`src/c3ce_pkg.sv`:
```
// ----------------------------------------------------------------------------
// c3ce_pkg: shared types and constants
// Item structs, register indexes, sizes and the sequencer state type for the
// 3x3 clamp-to-edge RGBA convolution block.
// ----------------------------------------------------------------------------
package c3ce_pkg;

  localparam int MAX_WIDTH  = 1024;
  localparam int MAX_HEIGHT = 1024;
  localparam int DIM_W      = 11;            // width of size registers and counters
  localparam int CNT_W      = 21;            // pixel counts within a frame
  localparam int LS_DEPTH   = 4096;          // ring must hold 2*MAX_WIDTH+3 pixels
  localparam int LS_AW      = $clog2(LS_DEPTH);
  localparam int PIX_W      = 32;
  localparam int COEF_W     = 24;
  localparam int SUM_W      = 20;            // |sum| <= 9*255*128
  localparam int WGT_W      = 12;            // |weight| <= 9*128
  localparam int DEN_W      = 11;            // divisor magnitude
  localparam int DIV_STEPS  = SUM_W;
  localparam int STEP_W     = $clog2(DIV_STEPS + 1);
  localparam int NTAPS      = 9;
  localparam int TAP_W      = 4;
  localparam int NCH        = 4;

  // register indexes
  localparam logic [2:0] REG_WIDTH  = 3'd0;
  localparam logic [2:0] REG_HEIGHT = 3'd1;
  localparam logic [2:0] REG_CTOP   = 3'd2;
  localparam logic [2:0] REG_CMID   = 3'd3;
  localparam logic [2:0] REG_CBOT   = 3'd4;

  localparam logic [DIM_W-1:0] WIDTH_RST  = 11'd512;
  localparam logic [DIM_W-1:0] HEIGHT_RST = 11'd512;
  localparam logic [COEF_W-1:0] CTOP_RST  = 24'd65280;
  localparam logic [COEF_W-1:0] CMID_RST  = 24'd16713215;
  localparam logic [COEF_W-1:0] CBOT_RST  = 24'd65280;

  localparam logic ACT_PIXEL = 1'b0;
  localparam logic ACT_DRAIN = 1'b1;

  typedef struct packed {
    logic       action;
    logic [7:0] in_red;
    logic [7:0] in_green;
    logic [7:0] in_blue;
    logic [7:0] in_alpha;
  } in_item_t;

  typedef struct packed {
    logic [7:0] out_red;
    logic [7:0] out_green;
    logic [7:0] out_blue;
    logic [7:0] out_alpha;
    logic       frame_end;
    logic       zero_weight;
  } out_item_t;

  typedef enum logic [2:0] {
    S_IDLE,
    S_READ,
    S_DSTART,
    S_DIV,
    S_OUT
  } seq_state_t;

endpackage

```
`src/c3ce_div.sv`:
```
// ----------------------------------------------------------------------------
// c3ce_div: four-lane restoring divider
// Unsigned magnitudes, one quotient bit per cycle per lane, shared divisor.
// Only the low 8 quotient bits are kept.
// ----------------------------------------------------------------------------
module c3ce_div
  import c3ce_pkg::*;
(
  input  logic                 clk,
  input  logic                 rst,
  input  logic                 start,
  input  logic [SUM_W-1:0]     num [NCH],
  input  logic [DEN_W-1:0]     den,
  output logic                 done,
  output logic [7:0]           quo [NCH]
);

  logic [SUM_W-1:0]  dvd [NCH];
  logic [DEN_W-1:0]  rem [NCH];
  logic [DEN_W-1:0]  dsr;
  logic [STEP_W-1:0] step;
  logic              busy;
  logic [DEN_W:0]    trial [NCH];
  logic              fits  [NCH];

  // trial subtract per lane
  always_comb begin
    for (int i = 0; i < NCH; i++) begin
      trial[i] = {rem[i], dvd[i][SUM_W-1]};
      fits[i]  = trial[i] >= {1'b0, dsr};
    end
  end

  // control
  always_ff @(posedge clk) begin
    if (rst) begin
      busy <= 1'b0;
      step <= '0;
      done <= 1'b0;
    end else begin
      done <= 1'b0;
      if (start) begin
        busy <= 1'b1;
        step <= '0;
      end else if (busy) begin
        if (step == STEP_W'(DIV_STEPS - 1)) begin
          busy <= 1'b0;
          done <= 1'b1;
        end
        step <= step + 1'b1;
      end
    end
  end

  // datapath
  always_ff @(posedge clk) begin
    if (start) begin
      dsr <= den;
      for (int i = 0; i < NCH; i++) begin
        dvd[i] <= num[i];
        rem[i] <= '0;
        quo[i] <= '0;
      end
    end else if (busy) begin
      for (int i = 0; i < NCH; i++) begin
        dvd[i] <= {dvd[i][SUM_W-2:0], 1'b0};
        if (fits[i]) begin
          rem[i] <= DEN_W'(trial[i] - {1'b0, dsr});
        end else begin
          rem[i] <= trial[i][DEN_W-1:0];
        end
        quo[i] <= {quo[i][6:0], fits[i]};
      end
    end
  end

endmodule

```
`config.mk`:
```
export PLATFORM = sky130hd
export DESIGN_NAME = c3ce_div
export DESIGN_NICKNAME = d
export VERILOG_FILES = /design/src/c3ce_pkg.sv /design/src/c3ce_div.sv
export SDC_FILE = /design/constraint.sdc
export NUM_CORES = 1
export LEC_CHECK = 0
export BUFFER_PORTS_ARGS = -buffer_cell sky130_fd_sc_hd__buf_2
export CAP_MARGIN = 25
export CORE_MARGIN = 2
export CORE_UTILIZATION = 40
export CTS_BUF_LIST = sky130_fd_sc_hd__clkbuf_8
export CTS_CLUSTER_DIAMETER = 50
export DETAILED_ROUTE_END_ITERATION = 7
export HOLD_SLACK_MARGIN = 0.12
export PLACE_DENSITY_LB_ADDON = 0.3
export SLEW_MARGIN = 20
export SYNTH_ARGS = -nofsm -noshare
export SYNTH_HDL_FRONTEND = slang
export SYNTH_SLANG_ARGS = --single-unit
```
`constraint.sdc`:
```
create_clock -name clk -period 3.9 [get_ports clk]
set_clock_uncertainty 0.1 [all_clocks]
set_input_delay 0.195 -clock clk [delete_from_list [all_inputs] [get_ports clk]]
set_output_delay 0.195 -clock clk [all_outputs]
set_load 0.02 [all_outputs]
```
==> run_results.csv, run 1 <==
group,metric,value,unit
yosys,synthCells,791,
floorplanning,row_count,54,
place,dpl_cell_area,0.00995,mm2
grt,antenna_found_initial,0,
place,place.gp.congestion,0.828,
power,powerDensity,400,mW/mm2
place,dp.cells,1172,
clock_tree,cts_resized,0,
grt,grt_pass1_vias,7034,
route,initialDrtViolationCount,455,
yosys,ys_async_sr_fraction,0,%
timing,finalHoldViolCount,0,
grt,grt_max_degree,61,
finish,nNetsFinal,1147,
timing,fmax,348,MHz
yosys,synth_edf_count,132,
power,pwr-share-seq,49.7,%
timing,fin_crit,2.87,ns
yosys,yosys.area.top_type,"edfxtp_1",
yosys,yosys-top-cells-count,"edfxtp_1 (132), nand2_1 (83), a22o_1 (81)",
power,power_frac_comb,22.2,%
grt,grt_overflow,0,
yosys,synth_area,0.00902,mm2
route,first_pass_iters,4,
timing,relSlewSlack,50.3,%
route,routed_wl,22.2,mm
clock_tree,cts_setup_buffers,0,
finish,syn_to_final_growth,24.9,%
timing,tns,0,ns
finish,diodes,0,
setup_path,path_max_fanout,6,
finish,seqCellArea,0.00481,mm2
timing,period_share,73.6,%
power,p_sw_share,30.1,%
yosys,synthFlopType,"edfxtp_1",
setup_path,critical_path_class,"flop to flop",
run_status,status,"completed",
yosys,ys_seq_area_share,53.2,%
power,p_leak,4.75,nW
finish,fin_cells,1297,
setup_path,startpoint_type,"flop",
yosys,syn_avg_cell_area,11.4,um2
power,p_total,4.50,mW
timing,tightest_slew,0.744,ns
clock_tree,insertion_delay,0.46,ns
route,wl_per_cell,17.1,um
route,vias,7128,
power,p_int,3.15,mW
grt,grt_pass1_wl,35.9,mm
power,ir_drop,0.000252,V
yosys,synth_cell_types,57,
grt,grt_usage,18.9,%
yosys,netlist.area_leader.share,43.9,%
route,ant_nets,0,
yosys,yosys_warnings,0,
setup_path,endpoint_kind,"flop",
floorplanning,start_util,41.1,%
power,switching_power,1.35,mW
finish,final_util,51.3,%
clock_tree,clock-sinks,174,
timing,rsz0062_at_grt,"false",
floorplanning,coreArea,0.0220,mm2
clock_tree,numCtsBuffers,17,
yosys,ys_ff_latch,174,
place,io_buffers,126,
floorplanning,die_x,154,um
timing,setup_viol,0,
setup_path,required,4.01,ns
clock_tree,cts-root-buf,"clkbuf_8",
setup_path,r2r_slack,1.03,ns
timing,final_max_slew_viol_count,0,
clock_tree,ctsHoldBuffers,93,
setup_path,crit_arrival,2.98,ns
finish,nFillCells,1914,
clock_tree,clk_pin_slew_worst_paths,0.09,ns
place,dp_hpwl,14.5,mm
yosys,synth_most_common_cell,"edfxtp_1",
route,drc,0,
finish,multi_input_area,0.00395,mm2
yosys,syn_nets,934,
power,p_clk_share,28.0,%
floorplanning,die_area,0.0238,mm2
clock_tree,htree_levels,4,
route,viasPerCell,5.50,
yosys,synthTopCellsByArea,"edfxtp_1 (44%), dfxtp_1 (9.3%), a22o_1 (7.9%), ha_1 (6.2%), nand2_1 (3.5%)",
clock_tree,cts_tree,"done",
finish,final_cell_area,0.0113,mm2
floorplanning,die_y,154,um
clock_tree,clockBufferDepth,2,
run,maxCapViolations,0,
floorplanning,io_pins,127,
finish,final_layout_size_suffix_gt1_share,18.1,%
worst_hold_path,holdCritPathClass,"input pin to flop",
-- registers in the layout (all words and copies together) (netlist names) --
name	flops
dvd	80
rem	44
quo	32
dsr	11
step	5
busy	1
done	1
-- final cells by class --
| cell class | instances | area share, % |
|---|---|---|
| sequential | 174 | 42.6 |
| multi-input combinational | 550 | 35.1 |
| timing repair buffer | 232 | 14.7 |
| tap | 280 | 3.11 |
| clock buffer | 17 | 2.08 |
| clock inverter | 15 | 1.34 |
| inverter | 29 | 0.988 |
-- final timing paths --
check / cells past startpoint / from / endpoint
max: 8 / dsr[0]$_DFFE_PP_ / rem[1][8]$_SDFFCE_PN0P_
max reg2reg: 8 / dsr[0]$_DFFE_PP_ / rem[1][8]$_SDFFCE_PN0P_
min reg2reg: 2 / quo[16]$_SDFFE_PP0P_ / quo[16]$_SDFFE_PP0P_
min: 2 / den[6] / dsr[6]$_DFFE_PP_
-- routing by layer --
layer  global-route usage, %  wire length [um]  up-vias
li1                        -                 -     3470
met4                    4.58               209        0
met5                       0                 0        -
met1                    25.7             10100     3401
met3                    4.26              1550       19
met2                    30.9             10300      238
-- cells by family (layout without fill, tap and decap cells) --
group / Yosys count / in the layout / share of synthesized area, %
compound gates: 232 / 232 / 19.9
simple gates: 220 / 220 / 11.5
flops: 174 / 174 / 53.2
buf+inv: 67 / 293 / 3.06
fa+ha+maj: 49 / 49 / 7.13
mux: 31 / 31 / 3.44
xor+xnor: 18 / 18 / 1.75
-- cells in the final DEF (no fill, tap or decap), types with 29 or more instances in the layout --
cell type | Yosys | layout
buf_2 | 8 | 125
dfxtp_1 | 42 | 41
nor2_1 | 59 | 59
o21ai_0 | 29 | 29
a22o_1 | 81 | 81
nand2_1 | 83 | 83
mux2i_1 | 31 | 31
inv_1 | 29 | 30
edfxtp_1 | 132 | 132
dlygate4sd3_1 | 0 | 93
ha_1 | 45 | 45
-- power groups by stage --
stage	Clock, mW	Combinational, mW	Sequential [mW]
after floorplan	0	0.678	2.26
after global placement	0	0.905	2.28
after detailed placement	0	0.914	2.28
after CTS	1.29	0.990	2.24
after global routing	1.37	1.11	2.25
final	1.26	1.00	2.24
-- per-stage QoR --
step	worst slack (ns)	hold slack [ns]
2_1_floorplan	0.199	0.167
3_3_place_gp	1.01	0.274
3_5_place_dp	0.892	0.275
4_1_cts	0.883	0.330
5_1_grt	0.817	0.338
6_report	1.03	0.355
-- critical path, cell delays in order, from the launching register on --
cell      delay (ns)
edfxtp_1        0.49
ha_1            0.27
fa_1            0.41
nor2b_1         0.19
o21ai_0         0.13
a311oi_1        0.40
nor3_1          0.21
buf_4           0.22
a22o_1          0.23
Power figures use the tool's default switching activity.
==> run 2: changes to the inputs <==
ABC_AREA = 1   (was not set)
clock period = 2.9 ns   (was 3.9 ns; I/O delays follow)
==> run_results.csv, run 2 <==
group,metric,value,unit
run_status,status,"completed",
yosys,synthTopCellsByArea,"edfxtp_1 (41%), nand2_1 (13%), dfxtp_1 (8.7%), ha_1 (5.9%), inv_1 (5.6%)",
yosys,ys_async_sr_fraction,0,%
power,power_frac_comb,23.2,%
finish,nFillCells,2179,
yosys,netlist.area_leader.share,41.2,%
setup_path,required,3.12,ns
grt,grt_pass1_wl,39.9,mm
grt,grt_usage,19.3,%
floorplanning,io_pins,127,
finish,final_cell_area,0.0119,mm2
yosys,synth_cell_types,38,
yosys,yosys.area.top_type,"edfxtp_1",
timing,setup_viol,0,
power,ir_drop,0.000391,V
clock_tree,cts_tree,"done",
route,ant_nets,0,
route,routed_wl,24.5,mm
yosys,yosys-top-cells-count,"nand2_1 (325), inv_1 (144), edfxtp_1 (132)",
power,powerDensity,524,mW/mm2
setup_path,endpoint_kind,"flop",
finish,largest_reg_flops,80,
yosys,synth_area,0.00961,mm2
route,wl_per_cell,15.0,um
floorplanning,die_area,0.0253,mm2
place,io_buffers,126,
finish,syn_to_final_growth,23.7,%
clock_tree,cts-root-buf,"clkbuf_8",
setup_path,ff2ff_path_depth,9,
finish,diodes,0,
timing,rsz0062_at_grt,"false",
power,p_sw_share,33.6,%
place,dpl_cell_area,0.0106,mm2
clock_tree,clock-sinks,174,
yosys,syn_nets,1234,
finish,layout_common_cells,"nand2_1 (324), inv_1 (144), edfxtp_1 (132)",
grt,grt_max_degree,156,
power,switching_power,2.10,mW
route,vias,8169,
power,p_clk_share,28.5,%
floorplanning,die_x,159,um
setup_path,path_max_fanout,11,
finish,final_layout_size_suffix_gt1_share,15.5,%
worst_hold_path,holdCritPathClass,"input pin to flop",
floorplanning,row_count,56,
setup_path,r2r-start,"dsr[1]$_DFFE_PP_",
timing,period_share,88.1,%
timing,final_max_slew_viol_count,0,
worst_hold_path,min_to,"dsr[6]$_DFFE_PP_",
worst_hold_path,hold_start,"den[6]",
floorplanning,coreArea,0.0235,mm2
yosys,synthFlopType,"edfxtp_1",
place,place.gp.congestion,0.839,
timing,fmax,392,MHz
timing,tightest_slew,0.854,ns
route,initialDrtViolationCount,617,
yosys,syn_avg_cell_area,8.81,um2
setup_path,r2r-end,"rem[3][3]$_DFFE_PP_",
yosys,synthCells,1091,
worst_hold_path,whs_path_depth,2,
setup_path,critical_path_class,"flop to flop",
clock_tree,clk_pin_slew_worst_paths,0.12,ns
yosys,ys_seq_area_share,50.0,%
setup_path,r2r_slack,0.35,ns
finish,regMostFlops,"dvd",
finish,final_common_cell,"nand2_1",
power,p_int,4.13,mW
place,dp_hpwl,16.1,mm
route,first_pass_iters,5,
floorplanning,die_y,159,um
floorplanning,start_util,40.8,%
grt,antenna_found_initial,1,
route,drc,0,
run,maxCapViolations,0,
yosys,ys_ff_latch,174,
grt,grt_pass1_vias,8077,
timing,relSlewSlack,43.1,%
grt,grt_overflow,0,
yosys,yosys_warnings,0,
clock_tree,numCtsBuffers,17,
timing,finalHoldViolCount,0,
yosys,synth_edf_count,132,
yosys,synth_most_common_cell,"nand2_1",
timing,tns,0,ns
finish,nNetsFinal,1442,
clock_tree,htree_levels,4,
clock_tree,insertion_delay,0.47,ns
setup_path,startpoint_type,"flop",
setup_path,crit_arrival,2.78,ns
route,viasPerCell,5.01,
finish,reg_top3,"dvd: 80 flops, rem: 44 flops, quo: 32 flops",
timing,fin_crit,2.55,ns
power,pwr-share-seq,48.2,%
clock_tree,clockBufferDepth,2,
power,p_leak,5.59,nW
[run 2: cell count changes in the layout (fill, tap and decap cells not counted), moves of 12 or more]
| cell | before | now |
|---|---|---|
| o2bb2ai_1 | 12 | 0 |
| a22o_1 | 81 | 54 |
| nand3_1 | 6 | 79 |
| o21ai_0 | 29 | 17 |
| nand4_1 | 8 | 47 |
| o21a_1 | 21 | 0 |
| inv_1 | 30 | 144 |
| o22ai_1 | 0 | 24 |
| mux2i_1 | 31 | 0 |
| nand2_1 | 83 | 324 |
[run 2: cell families after synthesis]
group / share of synthesized area (%)
flip-flops: 50.0
adder cells (fa/ha/maj): 6.69
AND/OR/NAND/NOR: 25.1
AO/OA/AOI/OAI: 8.88
XOR/XNOR: 1.37
buffers and inverters: 8.00
[run 2: critical path, stage by stage, from the launching register on]
cell and delay (ns):
edfxtp_1 0.50, inv_1 0.20, fa_1 0.52, nand2_1 0.09
nand2_1 0.08, nand4_1 0.11, nand4_2 0.31, nor2_4 0.33
nand2_1 0.08, nand2_1 0.08
[run 2: layout make-up]
type                            count  area (um2)  area share, %
Timing Repair Buffer              231        1690           14.2
Clock inverter                     15         166           1.40
Inverter                          146         548           4.61
Clock buffer                       17         234           1.97
Sequential cell                   174        4800           40.4
Multi-Input combinational cell    729        4050           34.1
Tap cell                          319         399           3.36
[run 2: metrics by stage]
stage          worst slack (ns)  instances  utilization (%)  hold slack [ns]  power, mW
3_3_place_gp              0.468       1506             44.9            0.225       4.38
3_5_place_dp              0.383       1506             44.9            0.226       4.38
5_1_grt                   0.156       1631             50.5            0.264       6.57
2_1_floorplan             0.268       1091                -            0.124       4.04
6_report                  0.346       1631             50.5            0.293       6.23
4_1_cts                   0.316       1631             50.5            0.258       6.26
[run 2: timing repair]
action                                  in CTS  in global routing
setup buffers                                0                  0
hold buffers                                93                  0
endpoints found under the setup margin       0                  0
resized for setup                            0                  0
hold endpoints to repair                   102                  0
[run 2: routing by layer]
metal  vias to the layer above  part of all wire (%)  track usage (%)
met5                         -                 0.053                0
met4                         2                   1.9             5.45
met3                        40                   6.6             4.61
met2                       245                    47             31.6
met1                      3769                    45             25.6
li1                       4113                     -                -
[run 2: worst max path at each step]
stage	start	end	slack [ns]	cells after the start
4_1_cts	dsr[1]$_DFFE_PP_	rem[3][3]$_DFFE_PP_	0.32	9
2_1_floorplan	busy$_SDFF_PP0_	dvd[0][10]$_DFFE_PP_	0.27	3
3_5_place_dp	dsr[1]$_DFFE_PP_	rem[3][3]$_DFFE_PP_	0.38	9
3_3_place_gp	dsr[1]$_DFFE_PP_	rem[3][7]$_DFFE_PP_	0.47	9
6_report	dsr[1]$_DFFE_PP_	rem[3][3]$_DFFE_PP_	0.35	9
5_1_grt	dsr[1]$_DFFE_PP_	rem[3][3]$_DFFE_PP_	0.16	9
[run 2: power by group through the flow]
stage	Clock, mW	Combinational, mW	Sequential, mW
after floorplan	0	1.00	3.03
after detailed placement	0	1.33	3.06
after CTS	1.82	1.44	3.00
final	1.78	1.45	3.01
after global placement	0	1.32	3.05
after global routing	1.92	1.63	3.02
